File: config.mk
export PLATFORM = sky130hd
export DESIGN_NAME = lca_ctrl
export DESIGN_NICKNAME = d
export VERILOG_FILES = /design/src/hdl/lca_pkg.sv /design/src/hdl/lca_ctrl.sv
export SDC_FILE = /design/constraint.sdc
export NUM_CORES = 1
export LEC_CHECK = 0
export BUFFER_PORTS_ARGS = -buffer_cell sky130_fd_sc_hd__buf_2
export CORE_MARGIN = 3
export CORE_UTILIZATION = 40
export CTS_BUF_LIST = sky130_fd_sc_hd__clkbuf_16
export DETAILED_ROUTE_END_ITERATION = 6
export GPL_TIMING_DRIVEN = 0
export PLACE_DENSITY = 0.54
export SETUP_SLACK_MARGIN = 0.02
export SYNTH_ARGS = -nofsm -noshare
export SYNTH_HDL_FRONTEND = slang
export SYNTH_SLANG_ARGS = --single-unit
File: constraint.sdc
create_clock -name clk -period 13.4 [get_ports clk]
set_input_delay 2.68 -clock clk [delete_from_list [all_inputs] [get_ports clk]]
set_output_delay 2.68 -clock clk [all_outputs]
set_load 0.01 [all_outputs]
File: src/hdl/lca_pkg.sv
package lca_pkg;

    localparam int UNIT_COUNT    = 2048;
    localparam int LARGE_CLASSES = 36;
    localparam int UNIT_W        = 11;
    localparam int HEAD_AW       = 6;
    localparam int RANK_W        = 7;

    localparam logic [RANK_W-1:0] FIRST_LARGE = 7'd40;
    localparam logic [RANK_W-1:0] STEP_END    = 7'd64;
    localparam logic [RANK_W-1:0] ALL_RANKS   = 7'd76;
    localparam logic [7:0]        TAG_BASE    = 8'd128;
    localparam logic [7:0]        RANK_LIMIT  = 8'd31;

    typedef enum logic [2:0] {
        STAT_OK       = 3'd0,
        STAT_NOSPACE  = 3'd1,
        STAT_NOTLARGE = 3'd2,
        STAT_BAD      = 3'd3,
        STAT_BLOCK    = 3'd4
    } status_t;

    typedef enum logic [4:0] {
        ST_CLR, ST_INIT, ST_IDLE, ST_DECODE,
        ST_SRCH_RD, ST_SRCH_CK, ST_POP1, ST_POP2, ST_POP3,
        ST_SPL_NEXT, ST_MK0, ST_MK1, ST_MK2, ST_TAG,
        ST_F1, ST_F2, ST_F3, ST_F4, ST_F5, ST_DONE
    } state_t;

    typedef struct packed {
        logic                map_we;
        logic [UNIT_W-1:0]   map_waddr;
        logic [7:0]          map_wdata;
        logic [UNIT_W-1:0]   map_raddr;
        logic                hd_we;
        logic [HEAD_AW-1:0]  hd_waddr;
        logic [UNIT_W-1:0]   hd_wdata;
        logic [HEAD_AW-1:0]  hd_raddr;
    } mem_req_t;

    typedef struct packed {
        logic [1:0]        cnt;
        logic [RANK_W-1:0] first;
        logic [RANK_W-1:0] second;
    } tail_t;

    function automatic logic [UNIT_W-1:0] units_of(input logic [RANK_W-1:0] rank);
        logic [4:0]  e;
        logic [11:0] u;
        e = rank[6:2];
        if (e < 5'd10 || e > 5'd19)
            u = 12'd1;
        else
            u = {9'd0, 1'b1, rank[1:0]} << (e - 5'd10);
        return u[UNIT_W-1:0];
    endfunction

    function automatic logic [RANK_W-1:0] sat_rank(input logic [7:0] rank);
        return (rank > {1'b0, ALL_RANKS}) ? ALL_RANKS : rank[RANK_W-1:0];
    endfunction

    function automatic logic [HEAD_AW-1:0] head_idx(input logic [RANK_W-1:0] rank);
        logic [RANK_W-1:0] k;
        k = rank - FIRST_LARGE;
        return k[HEAD_AW-1:0];
    endfunction

    // surplus left after the stepping phase of a split
    function automatic tail_t split_tail(input logic [RANK_W-1:0] orig,
                                         input logic [RANK_W-1:0] r);
        tail_t             t;
        logic [RANK_W-1:0] d;
        logic [1:0]        m;
        t = '0;
        d = orig - r;
        m = r[1:0];
        if (orig > r) begin
            t.cnt = 2'd1;
            case (d)
                7'd1: t.first = {r[6:2], 2'b00} - 7'd8;
                7'd2: t.first = (m == 2'd0) ? r - 7'd4 : ((m == 2'd2) ? r - 7'd6 : r - 7'd5);
                7'd3: t.first = (m == 2'd1) ? r - 7'd3 : r - 7'd2;
                7'd4: t.first = r;
                7'd5:
                    if (m == 2'd3) begin
                        t.cnt = 2'd2; t.first = r - 7'd3; t.second = r - 7'd2;
                    end else t.first = r + 7'd2;
                7'd6:
                    if (m == 2'd0) t.first = r + 7'd4;
                    else if (m == 2'd1) begin
                        t.cnt = 2'd2; t.first = r - 7'd1; t.second = r;
                    end else if (m == 2'd2) t.first = r + 7'd3;
                    else begin
                        t.cnt = 2'd2; t.first = r - 7'd2; t.second = r + 7'd1;
                    end
                7'd7:
                    if (m == 2'd1) begin
                        t.cnt = 2'd2; t.first = r - 7'd1; t.second = r + 7'd2;
                    end else if (m == 2'd3) begin
                        t.cnt = 2'd2; t.first = r - 7'd2; t.second = r + 7'd3;
                    end else t.first = r + 7'd5;
                7'd8:
                    if (m == 2'd0) t.first = r + 7'd6;
                    else if (m == 2'd3) begin
                        t.cnt = 2'd2; t.first = r - 7'd2; t.second = r + 7'd5;
                    end else begin
                        t.cnt = 2'd2; t.first = r + 7'd2; t.second = r + 7'd3;
                    end
                7'd9:
                    if (r == ALL_RANKS - 7'd12) t.first = ALL_RANKS - 7'd4;
                    else if (r == ALL_RANKS - 7'd11) begin
                        t.cnt = 2'd2; t.first = ALL_RANKS - 7'd9; t.second = ALL_RANKS - 7'd6;
                    end else if (r == ALL_RANKS - 7'd10) begin
                        t.cnt = 2'd2; t.first = ALL_RANKS - 7'd8; t.second = ALL_RANKS - 7'd5;
                    end else begin
                        t.cnt = 2'd2; t.first = ALL_RANKS - 7'd11; t.second = ALL_RANKS - 7'd3;
                    end
                7'd10:
                    if (r == ALL_RANKS - 7'd12) t.first = ALL_RANKS - 7'd3;
                    else if (r == ALL_RANKS - 7'd11) begin
                        t.cnt = 2'd2; t.first = ALL_RANKS - 7'd9; t.second = ALL_RANKS - 7'd4;
                    end else begin
                        t.cnt = 2'd2; t.first = ALL_RANKS - 7'd7; t.second = ALL_RANKS - 7'd4;
                    end
                7'd11:
                    if (r == ALL_RANKS - 7'd12) t.first = ALL_RANKS - 7'd2;
                    else begin
                        t.cnt = 2'd2; t.first = ALL_RANKS - 7'd9; t.second = ALL_RANKS - 7'd3;
                    end
                7'd12: t.first = ALL_RANKS - 7'd1;
                default: t.cnt = 2'd0;
            endcase
        end
        return t;
    endfunction

endpackage

File: src/hdl/lca_ctrl.sv
module lca_ctrl (
    input  logic                        clk,
    input  logic                        rst_n,
    input  logic                        in_valid,
    output logic                        in_ready,
    input  logic                        action,
    input  logic                        as_block,
    input  logic [20:0]                 byte_offset,
    input  logic [7:0]                  rank,
    output lca_pkg::mem_req_t           mem,
    input  logic [7:0]                  map_rdata,
    input  logic [lca_pkg::UNIT_W-1:0]  hd_rdata,
    output logic                        out_valid,
    input  logic                        out_ready,
    output lca_pkg::status_t            status,
    output logic [lca_pkg::UNIT_W-1:0]  base_unit,
    output logic [lca_pkg::RANK_W-1:0]  size_rank
);

    lca_pkg::state_t state_reg, state_next;

    logic                        act_reg, blk_reg;
    logic [lca_pkg::UNIT_W-1:0]  unit_reg;
    logic [lca_pkg::RANK_W-1:0]  req_reg, r_reg, orig_reg, mk_rank_reg, q1_reg, q2_reg;
    logic [lca_pkg::UNIT_W-1:0]  base_reg, b_reg, mk_base_reg, h_reg, cnt_reg;
    logic [7:0]                  lo_reg, x_reg, frank_reg;
    logic                        mk_wr_reg, done_after_reg, tail_reg, init_reg;
    logic [1:0]                  t_cnt_reg;
    lca_pkg::status_t            res_st_reg, st_out_reg;
    logic [lca_pkg::UNIT_W-1:0]  res_base_reg, base_out_reg;
    logic [lca_pkg::RANK_W-1:0]  res_rank_reg, rank_out_reg;
    logic                        out_valid_reg;

    logic [lca_pkg::RANK_W-1:0]  r_adv;
    logic [lca_pkg::UNIT_W-1:0]  tag_n;
    logic                        rank_bad, x_special, split_end_idle, mark_bad;
    lca_pkg::tail_t              tail;

    always_comb
    begin
        r_adv     = (r_reg < lca_pkg::STEP_END) ? r_reg + 7'd4 : r_reg + 7'd1;
        tag_n     = blk_reg ? lca_pkg::units_of(req_reg) - 11'd1 : 11'd2;
        rank_bad  = (rank < {1'b0, lca_pkg::FIRST_LARGE}) || (rank >= {1'b0, lca_pkg::ALL_RANKS});
        x_special = (map_rdata <= lca_pkg::RANK_LIMIT) || (map_rdata >= lca_pkg::TAG_BASE);
        mark_bad  = (frank_reg < {1'b0, lca_pkg::FIRST_LARGE})
                 || (frank_reg >= {1'b0, lca_pkg::ALL_RANKS})
                 || (map_rdata != 8'd0 && map_rdata[7:6] != 2'b10);
        tail      = lca_pkg::split_tail(orig_reg, r_reg);
        split_end_idle = init_reg;
    end

    // next state
    always_comb
    begin
        state_next = state_reg;
        unique case (state_reg)
            lca_pkg::ST_CLR:
                if (cnt_reg == 11'(lca_pkg::UNIT_COUNT - 1))
                    state_next = lca_pkg::ST_INIT;
            lca_pkg::ST_INIT:
                state_next = lca_pkg::ST_SPL_NEXT;
            lca_pkg::ST_IDLE:
                if (in_valid)
                    state_next = lca_pkg::ST_DECODE;
            lca_pkg::ST_DECODE:
                if (!act_reg)
                    state_next = rank_bad ? lca_pkg::ST_DONE : lca_pkg::ST_SRCH_RD;
                else
                    state_next = (unit_reg < 11'd4) ? lca_pkg::ST_DONE : lca_pkg::ST_F1;
            lca_pkg::ST_SRCH_RD:
                state_next = lca_pkg::ST_SRCH_CK;
            lca_pkg::ST_SRCH_CK:
                if (hd_rdata != '0)
                    state_next = lca_pkg::ST_POP1;
                else if (r_adv >= lca_pkg::ALL_RANKS)
                    state_next = lca_pkg::ST_DONE;
                else
                    state_next = lca_pkg::ST_SRCH_RD;
            lca_pkg::ST_POP1:
                state_next = lca_pkg::ST_POP2;
            lca_pkg::ST_POP2:
                state_next = lca_pkg::ST_POP3;
            lca_pkg::ST_POP3:
                state_next = (orig_reg != req_reg) ? lca_pkg::ST_SPL_NEXT : lca_pkg::ST_TAG;
            lca_pkg::ST_SPL_NEXT:
                if (r_reg < lca_pkg::STEP_END)
                    state_next = lca_pkg::ST_MK0;
                else if (tail_reg && t_cnt_reg == 2'd0)
                    state_next = split_end_idle ? lca_pkg::ST_IDLE : lca_pkg::ST_TAG;
                else if (tail_reg)
                    state_next = lca_pkg::ST_MK0;
            lca_pkg::ST_MK0:
                state_next = lca_pkg::ST_MK1;
            lca_pkg::ST_MK1:
                state_next = lca_pkg::ST_MK2;
            lca_pkg::ST_MK2:
                if (!mk_wr_reg)
                    state_next = lca_pkg::ST_DONE;
                else if (done_after_reg)
                    state_next = split_end_idle ? lca_pkg::ST_IDLE : lca_pkg::ST_TAG;
                else
                    state_next = lca_pkg::ST_SPL_NEXT;
            lca_pkg::ST_TAG:
                if (cnt_reg == tag_n - 11'd1)
                    state_next = lca_pkg::ST_DONE;
            lca_pkg::ST_F1:
                state_next = x_special ? lca_pkg::ST_F2 : lca_pkg::ST_F3;
            lca_pkg::ST_F2:
                if (x_reg <= lca_pkg::RANK_LIMIT && map_rdata < lca_pkg::TAG_BASE)
                    state_next = lca_pkg::ST_DONE;
                else
                    state_next = lca_pkg::ST_F3;
            lca_pkg::ST_F3:
                state_next = lca_pkg::ST_F4;
            lca_pkg::ST_F4:
                state_next = lca_pkg::ST_F5;
            lca_pkg::ST_F5:
                state_next = (mark_bad || map_rdata != 8'd0) ? lca_pkg::ST_DONE
                                                              : lca_pkg::ST_MK0;
            lca_pkg::ST_DONE:
                if (!out_valid_reg || out_ready)
                    state_next = lca_pkg::ST_IDLE;
            default:
                state_next = lca_pkg::ST_IDLE;
        endcase
    end

    // memory controls
    always_comb
    begin
        mem = '0;
        unique case (state_reg)
            lca_pkg::ST_CLR:
            begin
                mem.map_we    = 1'b1;
                mem.map_waddr = cnt_reg;
                if (cnt_reg < 11'(lca_pkg::LARGE_CLASSES))
                begin
                    mem.hd_we    = 1'b1;
                    mem.hd_waddr = cnt_reg[lca_pkg::HEAD_AW-1:0];
                end
            end
            lca_pkg::ST_INIT:
            begin
                mem.map_we    = 1'b1;
                mem.map_wdata = {1'b0, lca_pkg::FIRST_LARGE};
            end
            lca_pkg::ST_DECODE:
                mem.map_raddr = unit_reg;
            lca_pkg::ST_F1:
                mem.map_raddr = unit_reg - 11'd1;
            lca_pkg::ST_F3:
                mem.map_raddr = base_reg;
            lca_pkg::ST_F4:
                mem.map_raddr = base_reg + 11'd1;
            lca_pkg::ST_SRCH_RD:
                mem.hd_raddr = lca_pkg::head_idx(r_reg);
            lca_pkg::ST_POP1:
                mem.map_raddr = base_reg + 11'd1;
            lca_pkg::ST_POP2:
                mem.map_raddr = base_reg + 11'd2;
            lca_pkg::ST_POP3:
            begin
                mem.hd_we    = 1'b1;
                mem.hd_waddr = lca_pkg::head_idx(orig_reg);
                mem.hd_wdata = {map_rdata[4:0], lo_reg[5:0]};
                mem.map_we    = (orig_reg != req_reg);
                mem.map_waddr = base_reg;
                mem.map_wdata = {1'b0, req_reg};
            end
            lca_pkg::ST_MK0:
            begin
                mem.hd_raddr  = lca_pkg::head_idx(mk_rank_reg);
                mem.map_we    = mk_wr_reg;
                mem.map_waddr = mk_base_reg;
                mem.map_wdata = {1'b0, mk_rank_reg};
            end
            lca_pkg::ST_MK1:
            begin
                mem.map_we    = 1'b1;
                mem.map_waddr = mk_base_reg + 11'd1;
                mem.map_wdata = {2'b11, hd_rdata[5:0]};
            end
            lca_pkg::ST_MK2:
            begin
                mem.map_we    = 1'b1;
                mem.map_waddr = mk_base_reg + 11'd2;
                mem.map_wdata = {3'd0, h_reg[10:6]};
                mem.hd_we     = 1'b1;
                mem.hd_waddr  = lca_pkg::head_idx(mk_rank_reg);
                mem.hd_wdata  = mk_base_reg;
            end
            lca_pkg::ST_TAG:
            begin
                mem.map_we    = 1'b1;
                mem.map_waddr = base_reg + 11'd1 + cnt_reg;
                if (blk_reg)
                    mem.map_wdata = cnt_reg[0] ? {3'd0, base_reg[10:6]}
                                               : {2'b10, base_reg[5:0]};
            end
            default:
                mem = '0;
        endcase
    end

    // control registers
    always_ff @(posedge clk or negedge rst_n)
    begin
        if (!rst_n)
        begin
            state_reg     <= lca_pkg::ST_CLR;
            cnt_reg       <= '0;
            init_reg      <= 1'b1;
            out_valid_reg <= 1'b0;
        end
        else
        begin
            state_reg <= state_next;
            if (state_reg == lca_pkg::ST_CLR)
                cnt_reg <= cnt_reg + 11'd1;
            else if (state_reg == lca_pkg::ST_TAG)
                cnt_reg <= cnt_reg + 11'd1;
            else
                cnt_reg <= '0;
            if (state_reg == lca_pkg::ST_IDLE)
                init_reg <= 1'b0;
            if (state_reg == lca_pkg::ST_DONE && state_next == lca_pkg::ST_IDLE)
                out_valid_reg <= 1'b1;
            else if (out_ready)
                out_valid_reg <= 1'b0;
        end
    end

    // datapath registers
    always_ff @(posedge clk)
    begin
        case (state_reg)
            lca_pkg::ST_INIT:
            begin
                base_reg  <= '0;
                orig_reg  <= lca_pkg::ALL_RANKS;
                req_reg   <= lca_pkg::FIRST_LARGE;
                r_reg     <= lca_pkg::FIRST_LARGE;
                b_reg     <= lca_pkg::units_of(lca_pkg::FIRST_LARGE);
                tail_reg  <= 1'b0;
                mk_wr_reg <= 1'b1;
            end
            lca_pkg::ST_IDLE:
            begin
                act_reg  <= action;
                blk_reg  <= as_block;
                unit_reg <= byte_offset[20:10];
            end
            lca_pkg::ST_DECODE:
            begin
                r_reg        <= rank[lca_pkg::RANK_W-1:0];
                req_reg      <= rank[lca_pkg::RANK_W-1:0];
                res_base_reg <= act_reg ? unit_reg : '0;
                res_st_reg   <= act_reg ? lca_pkg::STAT_BAD : lca_pkg::STAT_NOTLARGE;
                res_rank_reg <= act_reg ? '0 : lca_pkg::sat_rank(rank);
            end
            lca_pkg::ST_SRCH_CK:
            begin
                orig_reg     <= r_reg;
                base_reg     <= hd_rdata;
                r_reg        <= r_adv;
                res_st_reg   <= lca_pkg::STAT_NOSPACE;
                res_base_reg <= '0;
                res_rank_reg <= req_reg;
            end
            lca_pkg::ST_POP2:
                lo_reg <= map_rdata;
            lca_pkg::ST_POP3:
            begin
                r_reg        <= req_reg;
                b_reg        <= base_reg + lca_pkg::units_of(req_reg);
                tail_reg     <= 1'b0;
                mk_wr_reg    <= 1'b1;
                res_st_reg   <= lca_pkg::STAT_OK;
                res_base_reg <= base_reg;
                res_rank_reg <= req_reg;
            end
            lca_pkg::ST_SPL_NEXT:
                if (r_reg < lca_pkg::STEP_END)
                begin
                    mk_rank_reg    <= r_reg;
                    mk_base_reg    <= b_reg;
                    b_reg          <= b_reg + lca_pkg::units_of(r_reg);
                    r_reg          <= r_reg + 7'd4;
                    done_after_reg <= (r_reg + 7'd4 == orig_reg);
                end
                else if (!tail_reg)
                begin
                    tail_reg  <= 1'b1;
                    t_cnt_reg <= tail.cnt;
                    q1_reg    <= tail.first;
                    q2_reg    <= tail.second;
                end
                else
                begin
                    mk_rank_reg    <= q1_reg;
                    mk_base_reg    <= b_reg;
                    b_reg          <= b_reg + lca_pkg::units_of(q1_reg);
                    q1_reg         <= q2_reg;
                    t_cnt_reg      <= t_cnt_reg - 2'd1;
                    done_after_reg <= (t_cnt_reg == 2'd1);
                end
            lca_pkg::ST_MK1:
                h_reg <= hd_rdata;
            lca_pkg::ST_F1:
            begin
                x_reg    <= map_rdata;
                base_reg <= unit_reg;
            end
            lca_pkg::ST_F2:
                if (x_reg <= lca_pkg::RANK_LIMIT)
                    base_reg <= {x_reg[4:0], map_rdata[5:0]};
                else if (map_rdata <= lca_pkg::RANK_LIMIT)
                    base_reg <= {map_rdata[4:0], x_reg[5:0]};
                else
                    base_reg <= unit_reg - 11'd1;
            lca_pkg::ST_F4:
                frank_reg <= map_rdata;
            lca_pkg::ST_F5:
            begin
                res_base_reg <= base_reg;
                res_rank_reg <= lca_pkg::sat_rank(frank_reg);
                mk_base_reg  <= base_reg;
                mk_rank_reg  <= frank_reg[lca_pkg::RANK_W-1:0];
                mk_wr_reg    <= 1'b0;
                if (mark_bad)
                    res_st_reg <= lca_pkg::STAT_BAD;
                else if (map_rdata != 8'd0)
                    res_st_reg <= lca_pkg::STAT_BLOCK;
                else
                    res_st_reg <= lca_pkg::STAT_OK;
            end
            lca_pkg::ST_DONE:
                if (!out_valid_reg || out_ready)
                begin
                    st_out_reg   <= res_st_reg;
                    base_out_reg <= res_base_reg;
                    rank_out_reg <= res_rank_reg;
                end
            default:
            begin
            end
        endcase
    end

    assign in_ready  = (state_reg == lca_pkg::ST_IDLE);
    assign out_valid = out_valid_reg;
    assign status    = st_out_reg;
    assign base_unit = base_out_reg;
    assign size_rank = rank_out_reg;

    a_head_range: assert property (@(posedge clk) disable iff (!rst_n)
        mem.hd_we |-> mem.hd_waddr < 6'(lca_pkg::LARGE_CLASSES))
        else $error("free-list head write out of range");

    a_accept_busy: assert property (@(posedge clk) disable iff (!rst_n)
        in_valid && in_ready |=> !in_ready)
        else $error("second transaction taken while busy");

    a_done_quiet: assert property (@(posedge clk) disable iff (!rst_n)
        state_reg == lca_pkg::ST_DONE |-> !mem.map_we && !mem.hd_we)
        else $error("memory write while result pending");

endmodule

==> results.txt, run 1 <==
- Run status: finished clean
* Count of buffers from port buffering: 121
* Final worst-path cycle share: 50.9%
* Launch point of the worst reg-to-reg path: r_reg[3]
- TritonCTS created 17 clock buffers.
- In the final layout, flip-flops and latches occupy 0.00532 mm².
- Global-route wire length before repair: 110000 µm
- Of the total power, combinational logic draws 65.6%.
* Power density over the cells: 247 mW/mm²
- Routed wire length: 76500 µm
- Ranked by total cell area, the synthesized netlist is headed by sky130_fd_sc_hd__edfxtp_1, sky130_fd_sc_hd__ha_1, sky130_fd_sc_hd__nand2_1.
- The final count of pins violating max slew is 0.
- Internal power summed over all cells: 1.98 mW
- The region available for standard cell placement spans 0.0389 mm².
- Clock-pin slew was measured on the worst setup and hold paths at 0.08 ns.
- In this run the worst setup path begins at base_reg[0].
- Maximum vdd ir drop: 0.000104 V
- The number of setup buffers added after CTS is 0.
* Part of the power in the clock network: 12.7%
* Initial core utilization: 40.8%
* Row count: 72
* Lkg Pwr: 6.61 nW
* Multi-input combinational cell area: 0.00969 mm²
* Non-filler cells in the finished layout: 2601
- In the post-synthesis netlist, the cell with the most instances is sky130_fd_sc_hd__nand2_1.
* Width of the die: 205 µm
- Die height: 205 µm
* Maximum Capacitance Violations: 0
- Clock latency at the later pin of the worst-skew pair: 0.48 ns
- Area growth from synthesis to layout: 12.3%
- Share of flip-flops with an asynchronous set or reset after synthesis: 10.0%
* Area share of the largest cell type after synthesis: 30.6%
- The number of different library cells used by synthesis comes to 84.
- Setup repair after global routing left no endpoint under its margin.
- The clock drives 180 sinks.
* Fin util: 45.9%
* Setup Total Neg Slack: 0 ns
* Cells resized by post-CTS repair: 0
* Number of levels the H-tree was split into: 4
- Worst r2r path cells: 21
- The routed design could run at a clock period as short as 6.82 ns.
- The tree is rooted in a sky130_fd_sc_hd__clkbuf_16.
- Synth cell count leaders: sky130_fd_sc_hd__nand2_1, sky130_fd_sc_hd__nor2_1, sky130_fd_sc_hd__edfxtp_1
- Prevailing post-synth register cell: sky130_fd_sc_hd__edfxtp_1
- In this run, synthesis inferred 162 flip-flops with an integrated enable.
- Clock skew on the completed layout was measured at 0.0153 ns.
* Area of the mapped netlist: 0.0159 mm²
* CP arrival: 4.14 ns
- In this run, flip-flops and latches consume 21.7% of the power.
- Summing over every cut layer, the via total after detailed routing is 17000.
- Last weighted congestion value of the routability-driven placer: 1.04
- Hold violation count in the final report: 0
- Post-detailed-route DRC marker count: 0
* Leading area contributor after synthesis: sky130_fd_sc_hd__edfxtp_1
- After clock tree synthesis, the flow added hold-fix buffers numbering 0.
- Largest fanout on the critical path: 8
- Via count of the first global-routing pass: 15700
* Routed vias/inst: 6.53
* Synth warn: 0
- For this block, the initial DRC count from the detailed router was 2401.
- Setup violations remaining at the end of the flow were counted as 0.
* Sequential cell area fraction in the yosys report: 33.5%
- Power spent charging and discharging nets: 2.43 mW
* Total Die Area: 0.0422 mm²
- Nets in the synthesized netlist: 2060
- The worst hold path passes through 0 cells.
* Detailed placement HPWL: 59900 µm
* Final hold slack: 0.422 ns
- Worst setup path category: reg2out
- Final Net Count: 2203
- Tightest slew margin relative to the limit: 19.2%
- Type of element launching the critical path: flop
- TritonCTS built the clock tree.
- Upper clock frequency limit: 147 MHz
- After detailed routing, the average wire length per cell comes to 29.4 µm.
* Fraction of layout instances using a drive strength above 1: 9.55%
- For the worst setup path, the data required time is 10.72 ns.
- The number of antenna violations at the first check in global routing was 2.
- Transition at the pin with the smallest max-transition slack: 1.20 ns
* Residual overflow from global routing: 0
* Startpoint of the lowest-slack hold path: res_base_reg[4]
- Number of instances in the synthesized netlist: 1927
- Placed instance count: 2568
- Antenna cell count: 0
* Largest net degree at the start of global routing: 22
- Count of boundary I/O pins: 132
- The path class of the tightest hold or removal check is reg2reg.
* Avg Inst Size Synth: 8.25 µm²
- Switching power share of the total: 55.1%
- Drt first pass iters: 6
- Counting along the longest clock path gives a buffer depth of 2.
- Across every metal layer, demand over resource in global routing totals 35.7%.
* Number of storage elements in the synthesis netlist: 180
* Residual antenna-violating net count after detailed routing: 0
- The layout has 3942 filler cells.
- Critical Path Sink Type: output port
## per-stage QoR
stage / power (mW) / setup WS [ns] / area [µm²]
final: 4.42 / 6.58 / 17800
after global routing: 4.64 / 6.34 / 17800
after CTS: 4.31 / 6.66 / 17800
after detailed placement: 3.73 / 6.95 / 17200
after global placement: 3.74 / 6.96 / 17100
after floorplan: 2.68 / 7.37 / 15900
## cell type report
class	count	share of cell area, %
sequential	180	29.8
clock inverter	15	1.22
buffer	148	3.23
timing repair buffer	124	3.56
inverter	89	1.87
multi-input combinational	1510	54.3
tap	518	3.63
clock buffer	17	2.38
## critical path, stage by stage, from the launching register on
cell	delay, ns
sky130_fd_sc_hd__edfxtp_1	0.52
sky130_fd_sc_hd__clkbuf_1	0.48
sky130_fd_sc_hd__inv_1	0.30
sky130_fd_sc_hd__ha_1	0.30
sky130_fd_sc_hd__inv_1	0.07
sky130_fd_sc_hd__fa_1	0.20
sky130_fd_sc_hd__nor2b_1	0.06
sky130_fd_sc_hd__o21ai_0	0.20
sky130_fd_sc_hd__a21oi_1	0.12
sky130_fd_sc_hd__o21ai_0	0.20
sky130_fd_sc_hd__a21boi_0	0.16
sky130_fd_sc_hd__o21ai_0	0.22
sky130_fd_sc_hd__a21boi_0	0.19
sky130_fd_sc_hd__or3_1	0.37
sky130_fd_sc_hd__nand3_1	0.13
sky130_fd_sc_hd__buf_2	0.14
## power groups by stage
stage                     Sequential, mW  Combinational, mW  Clock, mW
after floorplan                    0.893               1.79          0
after detailed placement           0.960               2.77          0
after global routing               0.965               3.08      0.588
after CTS                          0.950               2.79      0.570
after global placement             0.962               2.78          0
final                              0.960               2.90      0.559
## cell families after synthesis
family	share of synthesized area [%]
AO/OA/AOI/OAI	26.6
XOR/XNOR	6.56
adder cells (fa/ha/maj)	6.41
buffers and inverters	5.73
flip-flops	33.5
multiplexers	1.81
AND/OR/NAND/NOR	19.4
## placed cells by master, fill, tap and decap left out, drive strengths merged, types with 9 or more instances in the layout
master / n
o21ai: 159
or3: 12
a22oi: 36
mux2i: 22
o22ai: 21
nand3: 55
nand2: 213
a31oi: 27
ha: 75
clkinv: 9
xor2: 40
and2: 10
nor2b: 22
a21oi: 123
nand4: 21
nand2b: 15
a211oi: 23
a222oi: 12
o2111ai: 9
clkbuf: 136
a22o: 26
buf: 153
o31ai: 16
inv: 91
a21boi: 10
nor3: 63
a32oi: 14
o211ai: 28
a221oi: 16
nor4: 15
a211o: 9
edfxtp: 162
dfrtp: 17
xnor2: 79
nor2: 167
and3: 22
a21o: 14
## metal layers
layer  vias up  global-route usage [%]  routed length, µm
met5         -                       0                 26
li1       7505                       -                  -
met3       200                    7.97               7520
met1      8223                    48.5              31600
met2      1044                    53.6              33300
met4         4                    18.0               4100
## path summary, 6_finish.rpt
check / endpoint / slack [ns]
min in group asynchronous: state_reg[3] / 2.13
min reg2reg: base_unit[4] / 0.42
max in group asynchronous: init_reg / 10.96
max reg2reg: b_reg[10] / 6.67
min: base_unit[4] / 0.42
max: mem[53] / 6.58
Power figures use the tool's default switching activity.
==> run 2, diff against run 1 <==
--- a/config.mk
+++ b/config.mk
@@ -5,6 +5,7 @@
 export SDC_FILE = /design/constraint.sdc
 export NUM_CORES = 1
 export LEC_CHECK = 0
+export ABC_AREA = 1
 export BUFFER_PORTS_ARGS = -buffer_cell sky130_fd_sc_hd__buf_2
 export CORE_MARGIN = 3
 export CORE_UTILIZATION = 40
==> constraint.sdc (replaced) <==
create_clock -name clk -period 6.83 [get_ports clk]
set_input_delay 1.366 -clock clk [delete_from_list [all_inputs] [get_ports clk]]
set_output_delay 1.366 -clock clk [all_outputs]
set_load 0.01 [all_outputs]
==> run 2 against run 1 <==
Net effect:
- the run now ends with DRC left
- critical path depth up 4
- first-iteration DRC count down 3.5%
- via count up 0.81%
- cell area down 1.2%
- core utilization down 0.36 points
- total power up 93%
- non-clock buffer count down 70
- routed wire length down 5.3%
- sequential cell count unchanged
- synthesized cell count up 13%
- register-to-register slack worse by 5.5 ns
- largest power group unchanged
==> results.txt, run 2 <==
- The proportion of synthesized flip-flops having asynchronous set or reset was 10.0% (unchanged).
- Top cells by area in the synthesized netlist: sky130_fd_sc_hd__edfxtp_1, sky130_fd_sc_hd__nand2_1, sky130_fd_sc_hd__inv_1
- Worst slack, placed: 1.37 ns (-5.58 ns)
- Number of synthesized flops with an enable pin: 162 (unchanged)
* Power spent charging and discharging nets: 4.85 mW (+99%)
- The clock-pin transition on the worst setup and hold timing paths is 0.08 ns (about the same).
- Type of element launching the critical path: flop
- Number of setup buffers added after CTS: 0 (unchanged)
- The tree is rooted in a sky130_fd_sc_hd__clkbuf_16.
* Reg power frac: 24.1% (+2.4 points)
- Switching power share of the total: 57.0% (+1.9 points)
- Area growth from synthesis to layout: 11.9%
- The combinational group share of total power is 64.1% (-1.5 points).
- The amount of wire on met2 after detailed routing is 30400 µm (-8.6%).
- Largest fanout on the critical path: 8 (unchanged)
- The adder-cell area share of the yosys netlist came to 6.47% (+0.059 points).
* Synth warn: 0 (unchanged)
- The most common cell in the synthesized netlist is sky130_fd_sc_hd__nand2_1.
* Worst setup path category: reg2out
- The clock skew after layout came to 0.0147 ns (-0.000621 ns).
- Largest net degree at the start of global routing: 19 (-14%)
* Count of boundary I/O pins: 132 (unchanged)
- The all-layer global routing usage came to 34.4% (-1.4 points).
- Leading area contributor after synthesis: sky130_fd_sc_hd__edfxtp_1
- The wire length of the first global-routing pass was 105000 µm (-4.5%).
* Final worst-path cycle share: 83.3%
* Synth cell count leaders: sky130_fd_sc_hd__nand2_1, sky130_fd_sc_hd__inv_1, sky130_fd_sc_hd__nor2_1
- The initial core utilization is 40.6% (-0.18 points).
* Number of instances in the synthesized netlist: 2178 (+13%)
- The total met3 wirelength after detailed routing is 7460 µm (-0.81%).
- The checks that failed: DRC.
- Post-route total power: 8.51 mW (+93%)
- The proportion of synthesized chip area in sequential cells is 33.8% (+0.31 points).
* Count of buffers from port buffering: 121 (unchanged)
- The run finished, with violations left.
- The number of buffers and inverters on the critical path was 4 (unchanged).
- Slowest stage delay, CP: 0.58 ns (+0.06 ns)
- Placed instance count: 2819 (+9.8%)
* Synth Area in XOR/XNOR: 3.50% (-3.1 points)
- Final Net Count: 2453 (+11%)
- The count of final setup violators came to 0 (unchanged).
* Met1 Routed Length: 32400 µm (+2.5%)
- Drt first pass iters: 7 (+1)
* Upper clock frequency limit: 176 MHz
- The number of design rule violations left after detail routing was 14 (+14).
* Internal power summed over all cells: 3.66 mW (+84%)
- The post-synthesis instance area was 0.0157 mm² (-0.91%).
* CP Data Required Time: 5.46 ns (-5.26 ns)
* Number of storage elements in the synthesis netlist: 180 (unchanged)
- The maximum number of buffers from clock root to sink came to 2 (unchanged).
- Most frequent cells in the layout: sky130_fd_sc_hd__nand2_1, sky130_fd_sc_hd__inv_1, sky130_fd_sc_hd__nor2_1
* Maximum vdd ir drop: 0.000244 V (+130%)
- Row count: 72 (unchanged)
- The violation count after the first detailed-routing iteration came to 2318 (-3.5%).
- Via count of the first global-routing pass: 15800 (+0.40%)
- The worst path needs 5.69 ns of the cycle, external delays included.
* Class of the tightest hold or removal check: reg2reg
- The count of placed standard cells in the final layout, fillers left out was 2851 (+9.6%).
- The reg2reg setup slack came to 1.17 ns (-5.50 ns).
- The number of antenna violations at the first check in global routing was 0 (-2).
* Area of placed instances: 0.0171 mm² (-0.76%)
* RSZ-0062 raised after global routing: false
* Final hold slack: 0.423 ns (+0.00124 ns)
- The depth of the CTS H-tree is 4 (unchanged).
- Traced cell by cell, the critical path runs through clkbuf_1 > inv_1 > o21ai_0 > inv_1 > ha_1 > a21oi_1 > nand2_1 > nand2_1 > nand2_1 > a21oi_1 > nor2_1 > o21ai_0 > nand2_1 > nand2_1 > nand2_1 > a21oi_1 > xor2_1 > o21ai_0 > buf_2.
- Last weighted congestion value of the routability-driven placer: 1.04 (+0.35%)
- Hold violation count in the final report: 0 (unchanged)
* Complex-gate fraction of the synthesized area: 17.5% (-9.1 points)
- Detailed-route via count: 17100 (+0.81%)
- Nets in the synthesized netlist: 2311 (+12%)
- Clock latency at the later pin of the worst-skew pair: 0.48 ns (about the same)
- Top layer reached by signal wires: met4
- By area, the combinational part of the netlist is dominated by simple AND/OR/NAND/NOR gates.
- The data arrival time of the worst path was 4.32 ns (+0.18 ns).
* Average wire per standard cell: 25.4 µm (-14%)
* Most common library cell in the layout ignoring fill and taps: sky130_fd_sc_hd__nand2_1
- The count of unique library cells instantiated by Yosys was 72 (-14%).
- CP top delay family: buffers and inverters
* Core region area: 0.0387 mm² (-0.46%)
* Area share of and/or/nand/nor cells after synthesis: 29.4% (+10 points)
- Transition at the pin with the smallest max-transition slack: 1.33 ns (+0.128 ns)
* Max-slew violation count: 0 (unchanged)
- Clock buffer count from CTS: 17 (unchanged)
- Area share of the largest cell type after synthesis: 30.9% (+0.28 points)
- The ratio of total power to cell area was 483 mW/mm² (+95%).
- Worst path setup slack after routing: 1.14 ns (-5.45 ns)
* CTS Sinks: 180 (unchanged)
- Die height: 204 µm (-0.44%)
- Residual antenna-violating net count after detailed routing: 0 (unchanged)
- Maximum Capacitance Violations: 0 (unchanged)
- Fin util: 45.5% (-0.36 points)
- Cells resized by post-CTS repair: 0 (unchanged)
- Clock tree from TritonCTS: yes
- Avg Inst Size Synth: 7.23 µm² (-12%)
- STA classifies the critical path endpoint as an output port.
- The leakage dissipation is 7.62 nW (+15%).
* Master of the slowest instance on the critical path: sky130_fd_sc_hd__edfxtp_1
* Routed wire length: 72400 µm (-5.3%)
- The most used flip-flop cell after synthesis is sky130_fd_sc_hd__edfxtp_1.
- Finished layout cell area: 0.0176 mm² (-1.2%)
* Routed vias/inst: 6.00 (-8.0%)
* # hold bufs at CTS: 0 (unchanged)
* Total Die Area: 0.0418 mm² (-0.88%)
* Width of the die: 204 µm (-0.44%)
- The antenna diode count came to 0 (unchanged).
- Detailed placement HPWL: 58400 µm (-2.6%)
- The total negative slack for setup checks was 0 ns (unchanged).
- The fraction of final layout cells with drive strength greater than 1 was 11.4% (+1.8 points).
- The total congestion overflow was 0 (unchanged).
* Tightest slew margin relative to the limit: 10.4% (-8.8 points)
* Part of the power in the clock network: 11.8% (-0.9 points)
* Most used cell along the critical path: sky130_fd_sc_hd__nand2_1
* Multiplexer area fraction after synthesis: 0% (-1.8 points)
## run 2: cell types whose count changed in the layout (fill, tap and decap cells not counted), moves of 32 or more
cell and delta:
sky130_fd_sc_hd__o21ai_0 +32, sky130_fd_sc_hd__a21oi_1 -38, sky130_fd_sc_hd__nand2_1 +277, sky130_fd_sc_hd__xnor2_1 -73, sky130_fd_sc_hd__nor2_1 +74, sky130_fd_sc_hd__nand3_1 +84, sky130_fd_sc_hd__clkbuf_1 -64, sky130_fd_sc_hd__inv_1 +174
## run 2: cells by family after synthesis
kind of cell,Yosys count
AO/OA/AOI/OAI,459
adder cells (fa/ha/maj),79
flip-flops,180
buffers and inverters,363
XOR/XNOR,62
AND/OR/NAND/NOR,1035
## run 2: cell type report
class | instances | area (µm²)
Inverter | 284 | 1080
Clock inverter | 15 | 139
Clock buffer | 17 | 425
Fill cell | 4068 | 21100
Buffer | 79 | 383
Tap cell | 518 | 648
Multi-Input combinational cell | 1635 | 8970
Timing Repair Buffer | 123 | 661
Sequential cell | 180 | 5320
## run 2: metal layers
metal,vias to the layer above,global-route usage (%)
met4,0,10.8
met1,8260,50.8
met3,134,7.31
met5,-,0
li1,7734,-
met2,986,50.0
## run 2: power groups by stage
stage	registers (mW)	clock network, mW	logic [mW]
final	2.05	1.00	5.45
after global routing	2.07	1.04	5.89
after CTS	2.04	1.00	5.29
after detailed placement	2.05	0	5.26
after global placement	2.06	0	5.24
after floorplan	1.84	0	3.47
## run 2: worst paths after layout
kind	from	endpoint	cells after the start
max	base_reg[0]	mem[53]	19
min	res_base_reg[2]	base_unit[2]	0
max reg2reg	r_reg[3]	b_reg[10]	27
min reg2reg	res_base_reg[2]	base_unit[2]	0
max in group asynchronous	rst_n	out_valid	1
min in group asynchronous	rst_n	state_reg[1]	1
